File: src/sv/btk_pkg.sv
// ----------------------------------------------------------------------------
// Blob top-k selector package
// Shared constants, types and state encodings for the selector.
// ----------------------------------------------------------------------------
package btk_pkg;

    localparam int MAX_PARTICLES = 16;
    localparam int IDX_W         = $clog2(MAX_PARTICLES);
    localparam int CNT_W         = $clog2(MAX_PARTICLES + 1);
    localparam int AREA_W        = 21;
    localparam int MOM_W         = 30;
    localparam int PER_W         = 24;
    localparam int Q_W           = 16;
    localparam int LIM_W         = 5;
    localparam int ROI_W         = 11;
    localparam int CFG_IDX_W     = 3;
    localparam int CFG_DATA_W    = 21;

    // Divider widths: numerator and denominator 64 bits, quotient kept to 48 bits.
    localparam int NUM_W         = 64;
    localparam int DEN_W         = 64;
    localparam int QUO_W         = 48;
    localparam int QUO_CNT_W     = $clog2(QUO_W + 1);

    localparam logic [CFG_IDX_W-1:0] REG_AREA_MIN = 3'd0;
    localparam logic [CFG_IDX_W-1:0] REG_AREA_MAX = 3'd1;
    localparam logic [CFG_IDX_W-1:0] REG_KEEP_LIM = 3'd2;
    localparam logic [CFG_IDX_W-1:0] REG_ROI_X    = 3'd3;
    localparam logic [CFG_IDX_W-1:0] REG_ROI_Y    = 3'd4;

    typedef enum logic [3:0] {
        ST_IDLE,
        ST_CHECK,
        ST_SEARCH,
        ST_DIVX,
        ST_DIVY,
        ST_DIVC_MUL,
        ST_DIVC,
        ST_SHIFT,
        ST_WRITE,
        ST_EMIT,
        ST_EMPTY
    } state_t;

    typedef enum logic [1:0] {
        DIV_X,
        DIV_Y,
        DIV_C
    } div_sel_t;

    // Controller to datapath commands
    typedef struct packed {
        logic       load;        // capture input item
        logic       chk_full;    // evaluate filter and full test
        logic       pos_clr;     // reset search pointer
        logic       pos_inc;     // advance search pointer
        logic       div_start;   // launch a divide
        div_sel_t   div_sel;     // which quotient
        logic       mul_step;    // load shift pointer from n
        logic       shift_step;  // move one entry down
        logic       write_ent;   // write new entry at pos
        logic       emit_clr;    // reset emit pointer
        logic       emit_step;   // emit one entry
        logic       emit_empty;  // emit empty-frame word
    } dp_cmd_t;

    // Datapath to controller status
    typedef struct packed {
        logic       is_eof;
        logic       keep;        // passes filter and fits or beats the tail
        logic       search_done;
        logic       div_done;
        logic       shift_done;
        logic       list_empty;
        logic       emit_last;
    } dp_sts_t;

endpackage

File: src/sv/btk_ctrl.sv
// ----------------------------------------------------------------------------
// Blob top-k controller
// Sequences filtering, sorted search, divisions, insertion and emission.
// ----------------------------------------------------------------------------
module btk_ctrl
    import btk_pkg::*;
(
    input  logic    clk,
    input  logic    rst_n,
    input  logic    start,
    output logic    busy,
    output dp_cmd_t cmd,
    input  dp_sts_t sts
);

    state_t state_reg;
    state_t state_next;

    // Advance state
    always_ff @(posedge clk or negedge rst_n)
    begin
        if (!rst_n)
        begin
            state_reg <= ST_IDLE;
        end
        else
        begin
            state_reg <= state_next;
        end
    end

    // Next state
    always_comb
    begin
        state_next = state_reg;
        case (state_reg)
            ST_IDLE:
            begin
                if (start)
                begin
                    state_next = ST_CHECK;
                end
            end
            ST_CHECK:
            begin
                if (sts.is_eof)
                begin
                    state_next = sts.list_empty ? ST_EMPTY : ST_EMIT;
                end
                else if (sts.keep)
                begin
                    state_next = ST_SEARCH;
                end
                else
                begin
                    state_next = ST_IDLE;
                end
            end
            ST_SEARCH:
            begin
                if (sts.search_done)
                begin
                    state_next = ST_DIVX;
                end
            end
            ST_DIVX:
            begin
                if (sts.div_done)
                begin
                    state_next = ST_DIVY;
                end
            end
            ST_DIVY:
            begin
                if (sts.div_done)
                begin
                    state_next = ST_DIVC_MUL;
                end
            end
            ST_DIVC_MUL:
            begin
                state_next = ST_DIVC;
            end
            ST_DIVC:
            begin
                if (sts.div_done)
                begin
                    state_next = ST_SHIFT;
                end
            end
            ST_SHIFT:
            begin
                if (sts.shift_done)
                begin
                    state_next = ST_WRITE;
                end
            end
            ST_WRITE:
            begin
                state_next = ST_IDLE;
            end
            ST_EMIT:
            begin
                if (sts.emit_last)
                begin
                    state_next = ST_IDLE;
                end
            end
            ST_EMPTY:
            begin
                state_next = ST_IDLE;
            end
            default:
            begin
                state_next = ST_IDLE;
            end
        endcase
    end

    // Outputs
    always_comb
    begin
        cmd      = '0;
        cmd.div_sel = DIV_X;
        busy     = (state_reg != ST_IDLE);
        case (state_reg)
            ST_IDLE:
            begin
                cmd.load    = start;
                cmd.pos_clr = 1'b1;
            end
            ST_CHECK:
            begin
                cmd.chk_full = 1'b1;
                cmd.emit_clr = 1'b1;
            end
            ST_SEARCH:
            begin
                cmd.pos_inc = ~sts.search_done;
                if (sts.search_done)
                begin
                    cmd.div_start = 1'b1;
                    cmd.div_sel   = DIV_X;
                end
            end
            ST_DIVX:
            begin
                cmd.div_sel = DIV_X;
                if (sts.div_done)
                begin
                    cmd.div_start = 1'b1;
                    cmd.div_sel   = DIV_Y;
                end
            end
            ST_DIVY:
            begin
                cmd.div_sel = DIV_Y;
            end
            ST_DIVC_MUL:
            begin
                cmd.mul_step  = 1'b1;
                cmd.div_start = 1'b1;
                cmd.div_sel   = DIV_C;
            end
            ST_DIVC:
            begin
                cmd.div_sel = DIV_C;
            end
            ST_SHIFT:
            begin
                cmd.shift_step = ~sts.shift_done;
            end
            ST_WRITE:
            begin
                cmd.write_ent = 1'b1;
            end
            ST_EMIT:
            begin
                cmd.emit_step = 1'b1;
            end
            ST_EMPTY:
            begin
                cmd.emit_empty = 1'b1;
            end
            default:
            begin
                cmd = '0;
            end
        endcase
    end

`ifndef ASSERT_OFF
    a_emit_from_check: assert property (@(posedge clk) disable iff (!rst_n)
        (state_reg == ST_EMIT) |-> ($past(state_reg) == ST_CHECK || $past(state_reg) == ST_EMIT))
        else $error("emit entered from wrong state");
    a_write_once: assert property (@(posedge clk) disable iff (!rst_n)
        cmd.write_ent |=> (state_reg == ST_IDLE))
        else $error("write not followed by idle");
    a_load_idle: assert property (@(posedge clk) disable iff (!rst_n)
        cmd.load |-> !busy)
        else $error("load while busy");
`endif

endmodule

File: src/sv/btk_dp.sv
// ----------------------------------------------------------------------------
// Blob top-k datapath
// Holds the sorted list, configuration, a serial divider and result words.
// ----------------------------------------------------------------------------
module btk_dp
    import btk_pkg::*;
(
    input  logic                  clk,
    input  logic                  rst_n,
    input  dp_cmd_t               cmd,
    output dp_sts_t               sts,
    input  logic                  cfg_we,
    input  logic [CFG_IDX_W-1:0]  cfg_idx,
    input  logic [CFG_DATA_W-1:0] cfg_data,
    input  logic                  action,
    input  logic [AREA_W-1:0]     blob_area,
    input  logic [MOM_W-1:0]      moment_x,
    input  logic [MOM_W-1:0]      moment_y,
    input  logic [PER_W-1:0]      perimeter_q4,
    output logic                  strobe,
    output logic                  valid_res,
    output logic [AREA_W-1:0]     area_out,
    output logic [Q_W-1:0]        centroid_x_q4,
    output logic [Q_W-1:0]        centroid_y_q4,
    output logic [Q_W-1:0]        compactness_q12,
    output logic                  last
);

    // Configuration registers
    logic [AREA_W-1:0] area_min_reg;
    logic [AREA_W-1:0] area_max_reg;
    logic [LIM_W-1:0]  keep_lim_reg;
    logic [ROI_W-1:0]  roi_x_reg;
    logic [ROI_W-1:0]  roi_y_reg;

    always_ff @(posedge clk or negedge rst_n)
    begin
        if (!rst_n)
        begin
            area_min_reg <= '0;
            area_max_reg <= AREA_W'(1048576);
            keep_lim_reg <= LIM_W'(16);
            roi_x_reg    <= '0;
            roi_y_reg    <= '0;
        end
        else if (cfg_we)
        begin
            case (cfg_idx)
                REG_AREA_MIN: area_min_reg <= cfg_data;
                REG_AREA_MAX: area_max_reg <= cfg_data;
                REG_KEEP_LIM: keep_lim_reg <= cfg_data[LIM_W-1:0];
                REG_ROI_X:    roi_x_reg    <= cfg_data[ROI_W-1:0];
                REG_ROI_Y:    roi_y_reg    <= cfg_data[ROI_W-1:0];
                default:      ;
            endcase
        end
    end

    // Captured item
    logic              eof_reg;
    logic [AREA_W-1:0] a_reg;
    logic [MOM_W-1:0]  mx_reg;
    logic [MOM_W-1:0]  my_reg;
    logic [PER_W-1:0]  per_reg;

    always_ff @(posedge clk)
    begin
        if (cmd.load)
        begin
            eof_reg <= action;
            a_reg   <= blob_area;
            mx_reg  <= moment_x;
            my_reg  <= moment_y;
            per_reg <= perimeter_q4;
        end
    end

    // List storage, one register row per entry
    logic [AREA_W-1:0] kept_area [MAX_PARTICLES];
    logic [Q_W-1:0]    kept_x    [MAX_PARTICLES];
    logic [Q_W-1:0]    kept_y    [MAX_PARTICLES];
    logic [Q_W-1:0]    kept_shape[MAX_PARTICLES];
    logic [CNT_W-1:0]  count_reg;
    logic [CNT_W-1:0]  n_reg;      // entries kept after drop
    logic [CNT_W-1:0]  pos_reg;
    logic [CNT_W-1:0]  sh_reg;     // shift pointer, walks down from n

    // Clamp limit
    logic [CNT_W-1:0] limit;
    always_comb
    begin
        if (keep_lim_reg == '0)
        begin
            limit = CNT_W'(1);
        end
        else if ({{(CNT_W > LIM_W ? CNT_W - LIM_W : 1){1'b0}}, keep_lim_reg} > (CNT_W + 1)'(MAX_PARTICLES))
        begin
            limit = CNT_W'(MAX_PARTICLES);
        end
        else
        begin
            limit = CNT_W'(keep_lim_reg);
        end
    end

    logic [IDX_W-1:0]  tail_idx;
    logic              full;
    logic              in_range;
    logic [IDX_W-1:0]  pos_idx;
    logic [IDX_W-1:0]  sh_idx;

    assign tail_idx = IDX_W'(count_reg - CNT_W'(1));
    assign full     = (count_reg >= limit);
    assign in_range = (a_reg >= area_min_reg) && (a_reg <= area_max_reg);
    assign pos_idx  = pos_reg[IDX_W-1:0];
    assign sh_idx   = sh_reg[IDX_W-1:0];

    // Filter and full test: hold the entry count left after a drop
    always_ff @(posedge clk or negedge rst_n)
    begin
        if (!rst_n)
        begin
            n_reg    <= '0;
        end
        else if (cmd.chk_full)
        begin
            n_reg    <= full ? count_reg - CNT_W'(1) : count_reg;
        end
    end

    assign sts.is_eof     = eof_reg;
    assign sts.keep       = in_range && (!full || (a_reg > kept_area[tail_idx]));
    assign sts.list_empty = (count_reg == '0);
    assign sts.search_done = (pos_reg >= n_reg) || !(a_reg < kept_area[pos_idx]);
    assign sts.shift_done  = (sh_reg <= pos_reg);

    // Search pointer
    always_ff @(posedge clk or negedge rst_n)
    begin
        if (!rst_n)
        begin
            pos_reg <= '0;
        end
        else if (cmd.pos_clr)
        begin
            pos_reg <= '0;
        end
        else if (cmd.pos_inc)
        begin
            pos_reg <= pos_reg + CNT_W'(1);
        end
    end

    // Perimeter square, registered
    logic [2*PER_W-1:0] psq_reg;
    always_ff @(posedge clk)
    begin
        if (cmd.chk_full)
        begin
            psq_reg <= per_reg * per_reg;
        end
    end

    // Serial restoring divider, one quotient bit per cycle
    logic [NUM_W-1:0]     dnum_reg;
    logic [DEN_W-1:0]     dden_reg;
    logic [NUM_W-1:0]     drem_reg;
    logic [QUO_W-1:0]     dquo_reg;
    logic [QUO_CNT_W-1:0] dcnt_reg;
    logic                 dbusy_reg;
    div_sel_t             dsel_reg;
    logic [NUM_W-1:0]     num_sel;
    logic [DEN_W-1:0]     den_sel;
    logic [NUM_W-1:0]     rem_sh;

    // Operand selection
    always_comb
    begin
        case (cmd.div_sel)
            DIV_X:
            begin
                num_sel = NUM_W'({mx_reg, 4'b0000});
                den_sel = DEN_W'(a_reg);
            end
            DIV_Y:
            begin
                num_sel = NUM_W'({my_reg, 4'b0000});
                den_sel = DEN_W'(a_reg);
            end
            default:
            begin
                // 1256*A*2^20 / (100*P^2), den built from the squared perimeter
                num_sel = NUM_W'(a_reg) * NUM_W'(1256);
                den_sel = DEN_W'(psq_reg) * DEN_W'(100);
            end
        endcase
    end

    assign rem_sh = {drem_reg[NUM_W-2:0], dnum_reg[NUM_W-1]};

    always_ff @(posedge clk or negedge rst_n)
    begin
        if (!rst_n)
        begin
            dbusy_reg <= 1'b0;
            dcnt_reg  <= '0;
        end
        else if (cmd.div_start)
        begin
            dbusy_reg <= 1'b1;
            dcnt_reg  <= '0;
        end
        else if (dbusy_reg)
        begin
            dcnt_reg <= dcnt_reg + QUO_CNT_W'(1);
            if (dcnt_reg == QUO_CNT_W'(NUM_W - 1))
            begin
                dbusy_reg <= 1'b0;
            end
        end
    end

    logic [6:0] dstep_reg;
    always_ff @(posedge clk)
    begin
        if (cmd.div_start)
        begin
            // compactness numerator carries 2^20 scaling
            dnum_reg  <= (cmd.div_sel == DIV_C) ? (num_sel << 20) : num_sel;
            dden_reg  <= den_sel;
            drem_reg  <= '0;
            dquo_reg  <= '0;
            dstep_reg <= '0;
            dsel_reg  <= cmd.div_sel;
        end
        else if (dbusy_reg)
        begin
            dstep_reg <= dstep_reg + 7'd1;
            dnum_reg  <= {dnum_reg[NUM_W-2:0], 1'b0};
            if (rem_sh >= dden_reg)
            begin
                drem_reg <= rem_sh - dden_reg;
                dquo_reg <= {dquo_reg[QUO_W-2:0], 1'b1};
            end
            else
            begin
                drem_reg <= rem_sh;
                dquo_reg <= {dquo_reg[QUO_W-2:0], 1'b0};
            end
        end
    end

    logic div_done;
    assign div_done     = dbusy_reg && (dstep_reg == 7'(NUM_W - 1));
    assign sts.div_done = div_done;

    // Final quotient bit, combined
    logic [QUO_W-1:0] quo_fin;
    assign quo_fin = {dquo_reg[QUO_W-2:0], (rem_sh >= dden_reg)};

    // Format results as each division finishes
    logic [Q_W-1:0] res_x_reg;
    logic [Q_W-1:0] res_y_reg;
    logic [Q_W-1:0] res_c_reg;
    logic [QUO_W:0] cx_sum;
    logic [QUO_W:0] cy_sum;
    logic [QUO_W-1:0] qx;
    logic [QUO_W-1:0] qy;

    assign qx     = (a_reg == '0) ? '0 : quo_fin;
    assign qy     = qx;
    assign cx_sum = (QUO_W + 1)'({roi_x_reg, 4'b1000}) + (QUO_W + 1)'(qx);
    assign cy_sum = (QUO_W + 1)'({roi_y_reg, 4'b1000}) + (QUO_W + 1)'(qy);

    // Route the finished quotient by the divide that is running
    always_ff @(posedge clk)
    begin
        if (div_done)
        begin
            case (dsel_reg)
                DIV_X:
                begin
                    res_x_reg <= (cx_sum > (QUO_W + 1)'(65535)) ? '1 : cx_sum[Q_W-1:0];
                end
                DIV_Y:
                begin
                    res_y_reg <= (cy_sum > (QUO_W + 1)'(65535)) ? '1 : cy_sum[Q_W-1:0];
                end
                default:
                begin
                    if (per_reg == '0)
                    begin
                        res_c_reg <= (a_reg != '0) ? '1 : '0;
                    end
                    else
                    begin
                        res_c_reg <= (quo_fin > QUO_W'(65535)) ? '1 : quo_fin[Q_W-1:0];
                    end
                end
            endcase
        end
    end

    // Shift pointer: start at n, move entries down one per cycle
    always_ff @(posedge clk or negedge rst_n)
    begin
        if (!rst_n)
        begin
            sh_reg <= '0;
        end
        else if (cmd.mul_step)
        begin
            sh_reg <= n_reg;
        end
        else if (cmd.shift_step)
        begin
            sh_reg <= sh_reg - CNT_W'(1);
        end
    end

    // List update
    always_ff @(posedge clk)
    begin
        if (cmd.shift_step)
        begin
            kept_area[sh_idx]  <= kept_area[IDX_W'(sh_reg - CNT_W'(1))];
            kept_x[sh_idx]     <= kept_x[IDX_W'(sh_reg - CNT_W'(1))];
            kept_y[sh_idx]     <= kept_y[IDX_W'(sh_reg - CNT_W'(1))];
            kept_shape[sh_idx] <= kept_shape[IDX_W'(sh_reg - CNT_W'(1))];
        end
        else if (cmd.write_ent)
        begin
            kept_area[pos_idx]  <= a_reg;
            kept_x[pos_idx]     <= res_x_reg;
            kept_y[pos_idx]     <= res_y_reg;
            kept_shape[pos_idx] <= res_c_reg;
        end
    end

    // Emit pointer and count
    logic [CNT_W-1:0] eptr_reg;
    logic [IDX_W-1:0] e_idx;
    assign e_idx         = eptr_reg[IDX_W-1:0];
    assign sts.emit_last = (eptr_reg + CNT_W'(1) == count_reg);

    always_ff @(posedge clk or negedge rst_n)
    begin
        if (!rst_n)
        begin
            count_reg <= '0;
            eptr_reg  <= '0;
        end
        else
        begin
            if (cmd.emit_clr)
            begin
                eptr_reg <= '0;
            end
            else if (cmd.emit_step)
            begin
                eptr_reg <= eptr_reg + CNT_W'(1);
            end
            if (cmd.write_ent)
            begin
                count_reg <= n_reg + CNT_W'(1);
            end
            else if ((cmd.emit_step && sts.emit_last) || cmd.emit_empty)
            begin
                count_reg <= '0;
            end
        end
    end

    // Output word register
    logic strobe_reg;
    always_ff @(posedge clk or negedge rst_n)
    begin
        if (!rst_n)
        begin
            strobe_reg <= 1'b0;
        end
        else
        begin
            strobe_reg <= cmd.emit_step || cmd.emit_empty;
        end
    end

    always_ff @(posedge clk)
    begin
        if (cmd.emit_step)
        begin
            valid_res       <= 1'b1;
            area_out        <= kept_area[e_idx];
            centroid_x_q4   <= kept_x[e_idx];
            centroid_y_q4   <= kept_y[e_idx];
            compactness_q12 <= kept_shape[e_idx];
            last            <= sts.emit_last;
        end
        else if (cmd.emit_empty)
        begin
            valid_res       <= 1'b0;
            area_out        <= '0;
            centroid_x_q4   <= '0;
            centroid_y_q4   <= '0;
            compactness_q12 <= '0;
            last            <= 1'b1;
        end
    end

    assign strobe = strobe_reg;

`ifndef ASSERT_OFF
    a_count_cap: assert property (@(posedge clk) disable iff (!rst_n)
        count_reg <= CNT_W'(MAX_PARTICLES))
        else $error("list count above capacity");
    a_clear_after_last: assert property (@(posedge clk) disable iff (!rst_n)
        (cmd.emit_step && sts.emit_last) |=> (count_reg == '0))
        else $error("list not cleared after last word");
    a_div_single: assert property (@(posedge clk) disable iff (!rst_n)
        cmd.div_start |-> !dbusy_reg || div_done)
        else $error("divider restarted while busy");
`endif

endmodule

File: src/sv/blob_top_k_area_selector_core.sv
// ----------------------------------------------------------------------------
// Blob top-k area selector
// Keeps the largest blobs of a frame and emits them sorted at end of frame.
// ----------------------------------------------------------------------------
// A blob word is filtered, searched for its place, divided three times by
// the serial divider, shifted in and written. An end-of-frame word emits
// one result per cycle, or one empty word with valid_res low if the list
// is empty; results carry a one-cycle strobe and cannot be stalled.
// Reset is asynchronous, active low; the list is empty after reset.
module blob_top_k_area_selector_core
    import btk_pkg::*;
(
    input  logic                  clk,
    input  logic                  rst_n,
    input  logic                  start,
    output logic                  busy,
    input  logic                  cfg_we,
    input  logic [CFG_IDX_W-1:0]  cfg_idx,
    input  logic [CFG_DATA_W-1:0] cfg_data,
    input  logic                  action,
    input  logic [AREA_W-1:0]     blob_area,
    input  logic [MOM_W-1:0]      moment_x,
    input  logic [MOM_W-1:0]      moment_y,
    input  logic [PER_W-1:0]      perimeter_q4,
    output logic                  strobe,
    output logic                  valid_res,
    output logic [AREA_W-1:0]     area_out,
    output logic [Q_W-1:0]        centroid_x_q4,
    output logic [Q_W-1:0]        centroid_y_q4,
    output logic [Q_W-1:0]        compactness_q12,
    output logic                  last
);

    dp_cmd_t cmd;
    dp_sts_t sts;

    btk_ctrl u_ctrl (
        .clk   (clk),
        .rst_n (rst_n),
        .start (start),
        .busy  (busy),
        .cmd   (cmd),
        .sts   (sts)
    );

    btk_dp u_dp (
        .clk             (clk),
        .rst_n           (rst_n),
        .cmd             (cmd),
        .sts             (sts),
        .cfg_we          (cfg_we),
        .cfg_idx         (cfg_idx),
        .cfg_data        (cfg_data),
        .action          (action),
        .blob_area       (blob_area),
        .moment_x        (moment_x),
        .moment_y        (moment_y),
        .perimeter_q4    (perimeter_q4),
        .strobe          (strobe),
        .valid_res       (valid_res),
        .area_out        (area_out),
        .centroid_x_q4   (centroid_x_q4),
        .centroid_y_q4   (centroid_y_q4),
        .compactness_q12 (compactness_q12),
        .last            (last)
    );

endmodule
File: config.mk
export PLATFORM = sky130hd
export DESIGN_NAME = blob_top_k_area_selector_core
export DESIGN_NICKNAME = d
export VERILOG_FILES = /design/src/sv/btk_pkg.sv /design/src/sv/btk_ctrl.sv /design/src/sv/btk_dp.sv /design/src/sv/blob_top_k_area_selector_core.sv
export SDC_FILE = /design/constraint.sdc
export NUM_CORES = 2
export LEC_CHECK = 0
export BUFFER_PORTS_ARGS = -buffer_cell sky130_fd_sc_hd__buf_2
export CORE_MARGIN = 2
export CORE_UTILIZATION = 45
export DETAILED_ROUTE_END_ITERATION = 6
export HOLD_SLACK_MARGIN = 0.06
export PLACE_DENSITY_LB_ADDON = 0.25
export SLEW_MARGIN = 20
export SYNTH_ARGS = -nofsm -noshare
export SYNTH_HDL_FRONTEND = slang
export SYNTH_SLANG_ARGS = --single-unit
export TNS_END_PERCENT = 10
File: constraint.sdc
create_clock -name clk -period 24.2 [get_ports clk]
set_clock_uncertainty 0.2 [all_clocks]
set_input_delay 1.21 -clock clk [delete_from_list [all_inputs] [get_ports clk]]
set_output_delay 1.21 -clock clk [all_outputs]
set_load 0.02 [all_outputs]
* Word level (Yosys, flattened, before mapping)
Memory sizes are Yosys's and may differ from the RTL's.
Index checks and enable logic that the tools add are counted.
** Cells by class
- Add/subtract/negate cells :: 10
- $mul :: 3
- $lt $le $gt $ge :: 12
- Equality and inequality tests :: 27
- Multiplexer cells :: 76
- Bitwise operators :: 3
- Reductions and logical operators :: 42
** Operators by type and width (number)
- 16-bit 2-to-1 mux :: 10
- 64-bit 2-to-1 mux :: 2
- 15-bit by 48-bit adder with 49-bit output :: 2
- 49-bit by 16-bit greater-than comparator with 1-bit output, second input constant :: 2
- 21-bit 2-to-1 mux :: 4
- 34-bit one-hot mux with 2 select lines :: 1
- 64-bit by 55-bit >= comparator with 1-bit output :: 1
- 63-bit 2-to-1 mux :: 1
- 63-bit by 55-bit subtractor with 63-bit output :: 1
- 5-bit 2-to-1 mux :: 11
- 54-bit 2-to-1 mux :: 1
- 48-bit by 5-bit multiplier with 53-bit output, second input constant :: 1
- 48-bit by 16-bit greater-than comparator with 1-bit output, second input constant :: 1
- 24-bit by 24-bit multiplier with 48-bit output :: 1
- 4-bit 2-to-1 mux :: 12
- 48-bit 2-to-1 mux :: 1
- 16-bit OR reduction :: 3
- 4-bit one-hot mux with 9 select lines :: 1
- 21-bit by 8-bit multiplier with 29-bit output, second input constant :: 1
- 24-bit zero test :: 1
- 1-bit 2-to-1 mux :: 24
- 21-bit >= comparator :: 1
- 21-bit greater-than comparator :: 1
- 21-bit less-or-equal comparator :: 1
- 43 further kinds :: 88
** Word-level totals
- Register bits :: 617
- Memory bits (writable) :: 1104
- Input port bits :: 134
- Output and inout bits :: 73
- Logic and storage cells :: 214
- Memories :: 4
** Memories
- u_dp.kept_area :: words 16, width 21, rd ports 4, clocked after memory_dff 0, write ports 1, line btk_dp.sv:79 : logic [AREA_W-1:0] kept_area [MAX_PARTICLES];
- u_dp.kept_shape :: words 16, width 16, rd ports 2, clocked after memory_dff 0, write ports 1, line btk_dp.sv:82 : logic [Q_W-1:0] kept_shape[MAX_PARTICLES];
- u_dp.kept_x :: words 16, width 16, rd ports 2, clocked after memory_dff 0, write ports 1, line btk_dp.sv:80 : logic [Q_W-1:0] kept_x [MAX_PARTICLES];
- u_dp.kept_y :: words 16, width 16, rd ports 2, clocked after memory_dff 0, write ports 1, line btk_dp.sv:81 : logic [Q_W-1:0] kept_y [MAX_PARTICLES];

* Logic depth before layout (Yosys ltp)
- Depth in word-level cells :: 10
- Mapped depth :: 28
- Depth with buffers taken out :: 28

* Hierarchy
A second synthesis with hierarchy kept.
** Unflattened totals
- Cells, all modules :: 8642
- Area total of the unflattened synthesis :: 113258.6 µm²
** By module, submodules not included
- btk_dp :: times used 1, cells each 8580, area each 112817.0 µm²
- btk_ctrl :: times used 1, cells each 62, area each 441.7 µm²

* Least setup slack after synthesis
Ideal clock, no wire load.
- Path type :: reg2reg
- From :: register u_dp.per_reg[21]
- To :: register u_dp.psq_reg[46] (data pin)
- Data arrival time :: 7308 ps
- Setup slack :: 16435 ps
- Stages on the path, launching flop included :: 28
- Period minus slack after synthesis :: 7765 ps
- Path through :: edfxtp_1 clkbuf_1 clkbuf_1 nand2_1 fa_1 inv_1 fa_1 inv_1 fa_1 fa_1 inv_1 fa_1 fa_1 inv_1 fa_1 inv_1 ha_1 a21oi_1 o21bai_1 a221o_1 a221o_1 a22o_1 a211oi_2 o21ai_2 a2111oi_2 o41ai_1 a21oi_1 xnor2_1
** On the way
- Word-level cells in the longest chain between the ends :: 1
** RTL lines
- start, declared :: line btk_dp.sv:64 : logic [PER_W-1:0] per_reg;
- start signal, assigned :: line btk_dp.sv:74 : per_reg <= perimeter_q4;
- 24-bit by 24-bit multiplier with 48-bit output :: line btk_dp.sv:160 : psq_reg <= per_reg * per_reg;
- end signal, assigned :: line btk_dp.sv:160
- end, declared :: line btk_dp.sv:155 : logic [2*PER_W-1:0] psq_reg;
Every way passes these cells.
A chain may end at the register's enable or synchronous reset.

* Final worst setup path
- From :: register u_dp.per_reg[13]
- To :: register u_dp.psq_reg[46] (data pin)
Same word-level chain as after synthesis.

==> qor.csv <==
metric,value,unit
status,"complete, no violations",
critPathRequiredTime,24.61,ns
max_stage_delay,1.09,ns
cts_resized,0,
critPathSlowestCell,edfxtp_1,
start_util,45.3,%
crit_fanout,25,
synth-edff-count,1493,
cts_setup_buffers,0,
crit_buf_inv,5,
synthFlopType,edfxtp_1,
drc,0,
synth_cell_types,116,
holdBufCountCts,1,
htree_levels,4,
fp.dieArea,0.254,mm2
cp-startpoint,u_dp.per_reg[13]$_DFFE_PP_,
min_path_type,flip-flop to flip-flop,
row_count,183,
largest_reg_flops,336,
max-slew-margin-rel,23.3,%
io_buffers,206,
r2r-start,u_dp.per_reg[13]$_DFFE_PP_,
grt_usage,25.1,%
critPathCaptureType,flip-flop,
finalSetupTns,0,ns
viasPerCell,6.08,
antenna_found_initial,26,
cts-root-buf,clkbuf_16,
synth-seq-area-share,44.3,%
post-route-period-util,36.3,%
numCtsBuffers,188,
cts_tree,built,
final_util,49.9,%
overflow,0,
drt-initial-drc-count,8463,
mostFrequentLayoutCells,"1493 x edfxtp_1, 1068 x inv_1, 900 x mux4_2, 642 x nand2_1, 588 x ha_1",
syn2layout_area_growth,10.1,%
layout.nets,9794,
rrSetupSlack,15.42,ns
met3_length,28900,um
grt_setup_unrepaired,no,
die_h,504,um
min_from,u_dp.dstep_reg[6]$_SDFFE_PP0P_,
final_layout_size_suffix_gt1_share,19.2,%
dieWidth,504,um
drt-met1-wl,131000,um
hold_ws,0.284,ns
wirelength,320000,um
crit_type,flip-flop to flip-flop,
io_pins,207,
top_register,u_dp.kept_area,
grt_pass1_wl,482000,um
wl_met2,149000,um
final-hold-violation-count,0,
critPathTopFamily,adder cells,
worstMarginPinSlew,1.15,ns
clockBufferDepth,3,
ant_nets,0,
finalCriticalPeriod,8.78,ns
setup_viol,0,
top_layer_used,met5,
ys_ff_latch,1717,
startpoint_type,flip-flop,
final_common_cell,edfxtp_1,
clock-sinks,1717,
clk_latency,0.87,ns
synth_area,0.113,mm2
vias,73200,
coreArea,0.249,mm2
clkTransAtPathRegs,0.06,ns
crit_path_frequent_cell,fa_1,
syn_inst,8452,
post-dp-hpwl,206000,um
syn_avg_cell_area,13.3,um2
first_pass_iters,6,
wl_per_cell,26.6,um
first_global_vias,74900,
maxCapViolCount,0,
worstPathArrival,9.19,ns
async_flop_share,6.17,%
slew_violations,0,
fmaxAchievable,0.114,GHz
ys_warn_count,0,
grt_max_degree,136,
gp_congestion,0.907,
worst paths after layout:
kind                       depth (start not counted)                             end
setup / recovery                                  25      u_dp.psq_reg[46]$_DFFE_PP_
hold / removal                                     2  u_dp.dstep_reg[6]$_SDFFE_PP0P_
setup reg to reg                                  25      u_dp.psq_reg[46]$_DFFE_PP_
hold reg to reg                                    2  u_dp.dstep_reg[6]$_SDFFE_PP0P_
max in group asynchronous                          4        u_dp.dbusy_reg$_DFF_PN0_
min in group asynchronous                          2           u_dp.strobe$_DFF_PN0_
tightest hold or removal path: stages (launching register included):
cell,delay [ns]
dfxtp_1,0.31
o21ai_0,0.07
a21oi_1,0.06
final cells by class:
cell class                      count  area (um2)
Antenna cell                       17        42.5
Fill cell                       21300      125000
Clock inverter                    115        1390
Timing Repair Buffer              351        2180
Inverter                         1072        4030
Clock buffer                      237        5060
Sequential cell                  1717       49900
Tap cell                         3330        4170
Multi-Input combinational cell   5207       57200
cells by family after synthesis:
logic type      Yosys count  synth area share (%)
other cells               2               0.00667
fa+ha+maj              1123                  16.0
simple gates           1724                  7.37
xor+xnor                241                  1.87
compound gates         1122                  6.41
buf+inv                1529                  5.17
flops                  1717                  44.3
mux                     994                  18.9
cells in the mapped netlist (104+ instances only):
master,n,area share (%)
edfxtp_1,1493,40
inv_1,1069,3.6
mux4_2,900,18
nand2_1,643,2.1
ha_1,590,6.6
fa_1,533,9.5
nor2_1,349,1.2
clkbuf_1,336,1.1
o21ai_0,321,1.4
a21oi_1,289,1.3
and2_1,202,1.1
xnor2_1,141,1.1
dfxtp_1,118,2.1
nand3_1,107,0.48
dfrtp_1,104,2.3
routing by layer:
layer  vias up  global-route usage [%]
li1      31400                       -
met1     37500                    34.9
met2      3722                    39.6
met3       548                    4.83
met4         8                    8.49
met5         -                       0
metrics by stage:
step	cells	instance area (um2)	setup slack, ns
6_report	12000	124000	15.42
5_1_grt	12000	124000	14.96
4_1_cts	12000	124000	15.47
3_5_place_dp	11700	117000	15.48
3_3_place_gp	11700	117000	15.53
2_1_floorplan	8453	113000	16.43
Power is left out: the tool's default activity adds up to more than one toggle a clock period on the data nets, which glitch-free logic cannot reach.
